--- src/sv/rastz_pkg.sv ---
// Shared types and constants for the range-add segment tree block.
package rastz_pkg;

  localparam int DEF_MAX_ELEMENTS = 1024;
  localparam int DEF_VALUE_BITS   = 16;

  localparam int          SIZE_BITS  = 11;
  localparam logic [10:0] SIZE_RESET = 11'd1024;

  // Register index as seen in bit 2 of the APB byte address.
  localparam logic REG_SIZE_IN_USE = 1'b0;

  typedef enum logic [1:0] {
    OP_WRITE  = 2'd0,
    OP_BUILD  = 2'd1,
    OP_ADD    = 2'd2,
    OP_SEARCH = 2'd3
  } op_t;

  typedef enum logic [1:0] {
    ALU_ADD = 2'd0,
    ALU_MIN = 2'd1,
    ALU_MAX = 2'd2
  } alu_op_t;

  typedef struct packed {
    logic min_en;
    logic max_en;
    logic pend_en;
  } mem_wen_t;

  typedef struct packed {
    logic busy;
    logic clearing;
  } seq_status_t;

endpackage

--- src/sv/rastz_alu.sv ---
// Shared saturating adder and min/max compare unit.
module rastz_alu #(
  parameter int VALUE_BITS = rastz_pkg::DEF_VALUE_BITS
) (
  input  rastz_pkg::alu_op_t                                    op,
  input  logic signed [((VALUE_BITS > 16) ? VALUE_BITS : 16):0] a,
  input  logic signed [((VALUE_BITS > 16) ? VALUE_BITS : 16):0] b,
  output logic signed [VALUE_BITS-1:0]                          y
);
  import rastz_pkg::*;

  localparam int AW = ((VALUE_BITS > 16) ? VALUE_BITS : 16) + 1;
  localparam logic signed [AW-1:0] SAT_HI = AW'((64'sd1 <<< (VALUE_BITS - 1)) - 64'sd1);
  localparam logic signed [AW-1:0] SAT_LO = -SAT_HI - AW'(1);

  logic signed [AW-1:0] sum;

  assign sum = a + b;

  always_comb begin
    unique case (op)
      ALU_ADD: begin
        if (sum > SAT_HI) y = SAT_HI[VALUE_BITS-1:0];
        else if (sum < SAT_LO) y = SAT_LO[VALUE_BITS-1:0];
        else y = sum[VALUE_BITS-1:0];
      end
      ALU_MIN: y = (a < b) ? a[VALUE_BITS-1:0] : b[VALUE_BITS-1:0];
      ALU_MAX: y = (a > b) ? a[VALUE_BITS-1:0] : b[VALUE_BITS-1:0];
      default: y = sum[VALUE_BITS-1:0];
    endcase
  end

endmodule

--- config.mk ---
export PLATFORM = sky130hd
export DESIGN_NAME = rastz_alu
export DESIGN_NICKNAME = d
export VERILOG_FILES = /design/src/sv/rastz_pkg.sv /design/src/sv/rastz_alu.sv
export SDC_FILE = /design/constraint.sdc
export NUM_CORES = 1
export LEC_CHECK = 0
export ABC_AREA = 1
export BUFFER_PORTS_ARGS = -buffer_cell sky130_fd_sc_hd__buf_2
export CAP_MARGIN = 10
export CORE_MARGIN = 2
export CORE_UTILIZATION = 55
export DETAILED_ROUTE_END_ITERATION = 10
export GPL_TIMING_DRIVEN = 0
export MAX_ROUTING_LAYER = met4
export PLACE_DENSITY_LB_ADDON = 0.12
export SLEW_MARGIN = 40
export SYNTH_ARGS = -nofsm -noshare
export SYNTH_HDL_FRONTEND = slang
export SYNTH_SLANG_ARGS = --single-unit
--- constraint.sdc ---
create_clock -name vclk -period 5.2
set_input_delay 0.78 -clock vclk [all_inputs]
set_output_delay 0.78 -clock vclk [all_outputs]
set_load 0.05 [all_outputs]
* Yosys cells after proc, flatten, opt, wreduce, memory -nomap -nowiden
Index checks and enable logic that the tools add are counted.
** Operators by class
- Magnitude comparators :: 4
- Mux-type cells :: 5
- Eq/ne operators :: 2
- Reductions and logical operators :: 1
- Add/sub/neg operators :: 1
** Operator list (count)
- $mux 16 :: 4
- $pmux 16 s3 :: 1
- $add 17x17->17 :: 1
- $gt 17x16->1 const B :: 1
- $gt 17x17->1 :: 1
- $lt 17x16->1 const B :: 1
- $lt 17x17->1 :: 1
- $eq 2x1->1 const B :: 1
- $eq 2x2->1 const B :: 1
- $logic_not 2->1 :: 1
** Word-level totals
- Logic and storage cells :: 13
- Output and inout bits :: 16
- Bits of input ports :: 36
- Bits in registers :: 0

* Logic depth before layout (Yosys ltp)
- Depth after elaboration :: 5
- Mapped depth :: 17
- Gate-level depth less buffers :: 16

* Least setup slack after synthesis
Ideal clock, no wire load.
- Kind :: input-to-output
- Start point :: input a[0] (netlist bit)
- End point :: output y[10]
- Stages on the path :: 15
- Data arrival time :: 2.756 ns
- Slack :: 1.664 ns
- Cell sequence :: ha_1 > fa_1 > nand3_1 > nand2_1 > nand2_1 > nand2_1 > nand2_1 > nand3_1 > nand2_1 > inv_2 > nand2_2 > buf_6 > nand2_1 > nand2_1 > nand4_1
** On the way
- Longest elaborated chain between the ends :: 5
- Elaborated cells between the ends (all ways) :: 10
** RTL lines
- start: declaration :: RTL line rastz_alu.sv:6 : input logic signed [((VALUE_BITS > 16) ? VALUE_BITS : 16):0] a,
- $add 17x17->17 :: RTL line rastz_alu.sv:18 : assign sum = a + b;
- $lt 17x16->1 :: RTL line rastz_alu.sv:24 : else if (sum < SAT_LO) y = SAT_LO[VALUE_BITS-1:0];
- $mux 16 :: RTL line rastz_alu.sv:24
- $mux 16 :: RTL line rastz_alu.sv:23 : if (sum > SAT_HI) y = SAT_HI[VALUE_BITS-1:0];
- $pmux 16 s3 * :: RTL line rastz_alu.sv:21 : unique case (op)
- end: declaration :: RTL line rastz_alu.sv:8 : output logic signed [VALUE_BITS-1:0] y
Mark *: on every way between the ends. The rest lies on a longest branch, timed or not.

* Worst setup path in the final report
- Start point :: input a[0] (netlist bit)
- End point :: output y[7]
Same word-level chain as after synthesis.

==> run summary <==
The first-pass GRT wire length is 13100 um. The warning count from the yosys run is 0, and the total number of vias is 3105. The register area was 0 um2. The share of the clock period used by the worst path is 0.756, and the number of nets in the layout is 581. Compared with the post-synthesis result, the final layout area differs by 13.4%. Entering global routing, the biggest net connects 11 pins. The placer congestion estimate is 0.957, and the tightest slew margin relative to the limit is 0.591. The worst setup path is captured at a primary output.

The critical path ends at y[7]. The number of antenna-violating nets in the routed design was 0. The kind of cell with the highest combined delay on the critical path was simple AND/OR/NAND/NOR gates.

The multiplexer share of the synthesized area is 0, and the diode insertion count for antenna repair is 0. Together, buffers and inverters on the worst path number 3. The layout has 0 clock buffers. Kind of start point of the critical path: an input pin. The run gives 5 as the number of optimization iterations in the first detailed-route pass. Fraction of the mapped netlist area in compound gates: 0.0783. For the total congestion overflow after global routing, the log shows 0.

Sorting the synthesized cells by how often they occur yields sky130_fd_sc_hd__nand2_1 (142), sky130_fd_sc_hd__inv_1 (76), sky130_fd_sc_hd__nand3_1 (72). The worst hold path belongs to the class in -> out. When the netlist entered floorplanning its net count stood at 527.

The die covers 4960 um2. For the pin with the worst max-slew slack, the measured transition is 0.613 ns. The number of rows in the core area is 24. The vertical extent of the die works out to 70.5 um. The number of buffers inserted for hold repair after clock tree synthesis came out at 0.

The total number of sequential cells came out at 0. The start point of the critical path is a[0]. The post-route non-filler standard cell count was 561. Dividing the detail-routed wire length by the instance count gives 13.9 um. The xor and xnor area share after synthesis works out to 0.0397.

Summed over all layers, the routed wires come to 7820 um. By area, the combinational part of the netlist is dominated by simple AND/OR/NAND/NOR gates. On the critical path, the stage with the largest delay is an instance of sky130_fd_sc_hd__fa_1. Total count of hold-check failures in the final report: 0. For the post-CTS repair timing setup buffer count, the log shows 0.

The arrival time of the worst setup path is 3.15 ns, and the time the worst path needs with I/O delays and setup is 3.93 ns. The post-synthesis sequential area ratio is 0, and the number of stages on the worst setup path is 16. The number of global-route vias before repair came out at 2956. The synthesized design spends more area on one cell type than any other, namely sky130_fd_sc_hd__nand2_1.

Averaged over all synthesized cells, the footprint is 5.31 um2. For the mapped cell area, the log shows 2430 um2. The post-route setup TNS is 0 ns, and the starting utilization of the core area is 0.566. Setup violations remaining at the end of the flow were counted as 0. The die is 70.5 um wide. The area fraction of the dominant cell type after synthesis was 0.219; the distinct cell type count of the synthesized netlist was 29.

Summed over all nets, the half-perimeter wirelength after detailed placement is 6100 um. 52 I/O pins were placed. Traced cell by cell, the critical path runs through buf_2 > ha_1 > fa_1 > nand3_1 > nand2_1 > nand2_1 > nand2_1 > nand2_1 > nand2_1 > nand2_1 > nand2_1 > a21oi_2 > buf_4 > nand2_1 > nand4_1 > buf_2.

Post-cts sizing count: 0. The run finished with clean final reports. The DRC violations left came out at 0. The run gives 0.329 as the total track usage. In this design, the critical path's most frequently occurring cell is sky130_fd_sc_hd__nand2_1. Yosys attributes the largest share of cell area to sky130_fd_sc_hd__nand2_1 (22%), sky130_fd_sc_hd__ha_1 (17%), sky130_fd_sc_hd__nand3_1 (15%).

Input and output buffers added on the ports amount to 52. The tools report the number of max-cap violations as 0. For this run, the slowest stage of the critical path takes 0.43 ns. Ratio of cells with drive above 1 in the final layout: 0.175. The type of the worst setup path was in -> out. Timing would allow up to 254 MHz. In the synthesized netlist, the number of instances is 457.

Dominant cell by count in the synthesized netlist: sky130_fd_sc_hd__nand2_1. After the first detailed-routing iteration, the DRC count stood at 240. Adder-cell share of the synthesized area: 0.178. The logs give 0 for the initial antenna violation count and 1.67 nW for the static leakage power.

The tools report the final count of pins violating max slew as 0. Placed instance count: 561. Setup repair after global routing left no endpoint under its margin.

The required time at the endpoint of the critical path was 4.42 ns; the maximum fanout encountered on the critical timing path was 10. The floorplan step defined a core boundary enclosing 4290 um2. Across the VDD grid, the largest voltage drop is 113 uV.

On the final layout, the worst hold slack is 2.14 ns. The power per cell area works out to 169 nW/um2. The area fraction in and, or, nand and nor cells after synthesis is 0.538, and the average via count per standard cell is 5.53.
-- cell usage in the layout, fill, tap and decap left out, drive strengths merged --
cell	Yosys	final
nor3	5	5
a21oi	25	25
nor2	32	32
o21a	1	1
inv	79	79
or2	5	5
nand3	81	81
clkbuf	5	5
nor3b	1	1
xor2	10	10
o21bai	4	4
nand2	147	147
fa	1	1
nand4	15	15
xnor2	1	1
o21ai	1	1
and2	1	1
buf	9	61
ha	33	33
o211ai	1	1
-- per-stage QoR --
step                      worst slack, ns  utilization  instance area [um2]  power, mW
after global placement               1.34        0.641                 2750      0.449
final                                1.27        0.641                 2750      0.464
after detailed placement             1.31        0.641                 2750      0.454
after CTS                            1.29        0.641                 2750      0.456
after floorplan                      1.66            -                 2430      0.343
after global routing                 1.04        0.641                 2750      0.506
-- layout make-up --
| cell class | instances | area, um2 |
|---|---|---|
| timing repair buffer | 52 | 260 |
| fill | 431 | 1540 |
| multi-input combinational | 364 | 2030 |
| buffer | 14 | 105 |
| tap | 52 | 65.1 |
| inverter | 79 | 297 |
-- per-layer routing --
layer | part of all wire | vias to the layer above | track usage | routed length [um]
li1 | - | 1565 | - | -
met1 | 0.46 | 1387 | 0.451 | 3620
met2 | 0.46 | 145 | 0.525 | 3570
met3 | 0.071 | 8 | 0.0115 | 558
met4 | 0.0088 | 0 | 0.0940 | 69
met5 | 0 | - | - | 0
-- where the power goes --
| group | internal, mW | leakage [nW] | switching, mW | total, mW |
|---|---|---|---|---|
| sequential | 0 | 0 | 0 | 0 |
| clock | 0 | 0 | 0 | 0 |
| combinational | 0.140 | 1.67 | 0.324 | 0.464 |
-- kinds of logic after synthesis --
family,Yosys count
and+or+nand+nor,287
buffers and inverters,93
adders and majority gates,34
AOI/OAI and AO/OA,32
xor gates and xnor gates,11
-- worst min-delay path by stage --
stage,to,slack [ns],cells after the start,start
after CTS,y[6],2.13,6,b[6]
after global routing,y[6],2.16,6,b[6]
final,y[6],2.14,6,b[6]
after floorplan,y[0],2.07,4,b[0]
after detailed placement,y[6],2.12,6,b[6]
after global placement,y[15],2.12,6,b[15]
(Power assumes the default switching activity.)
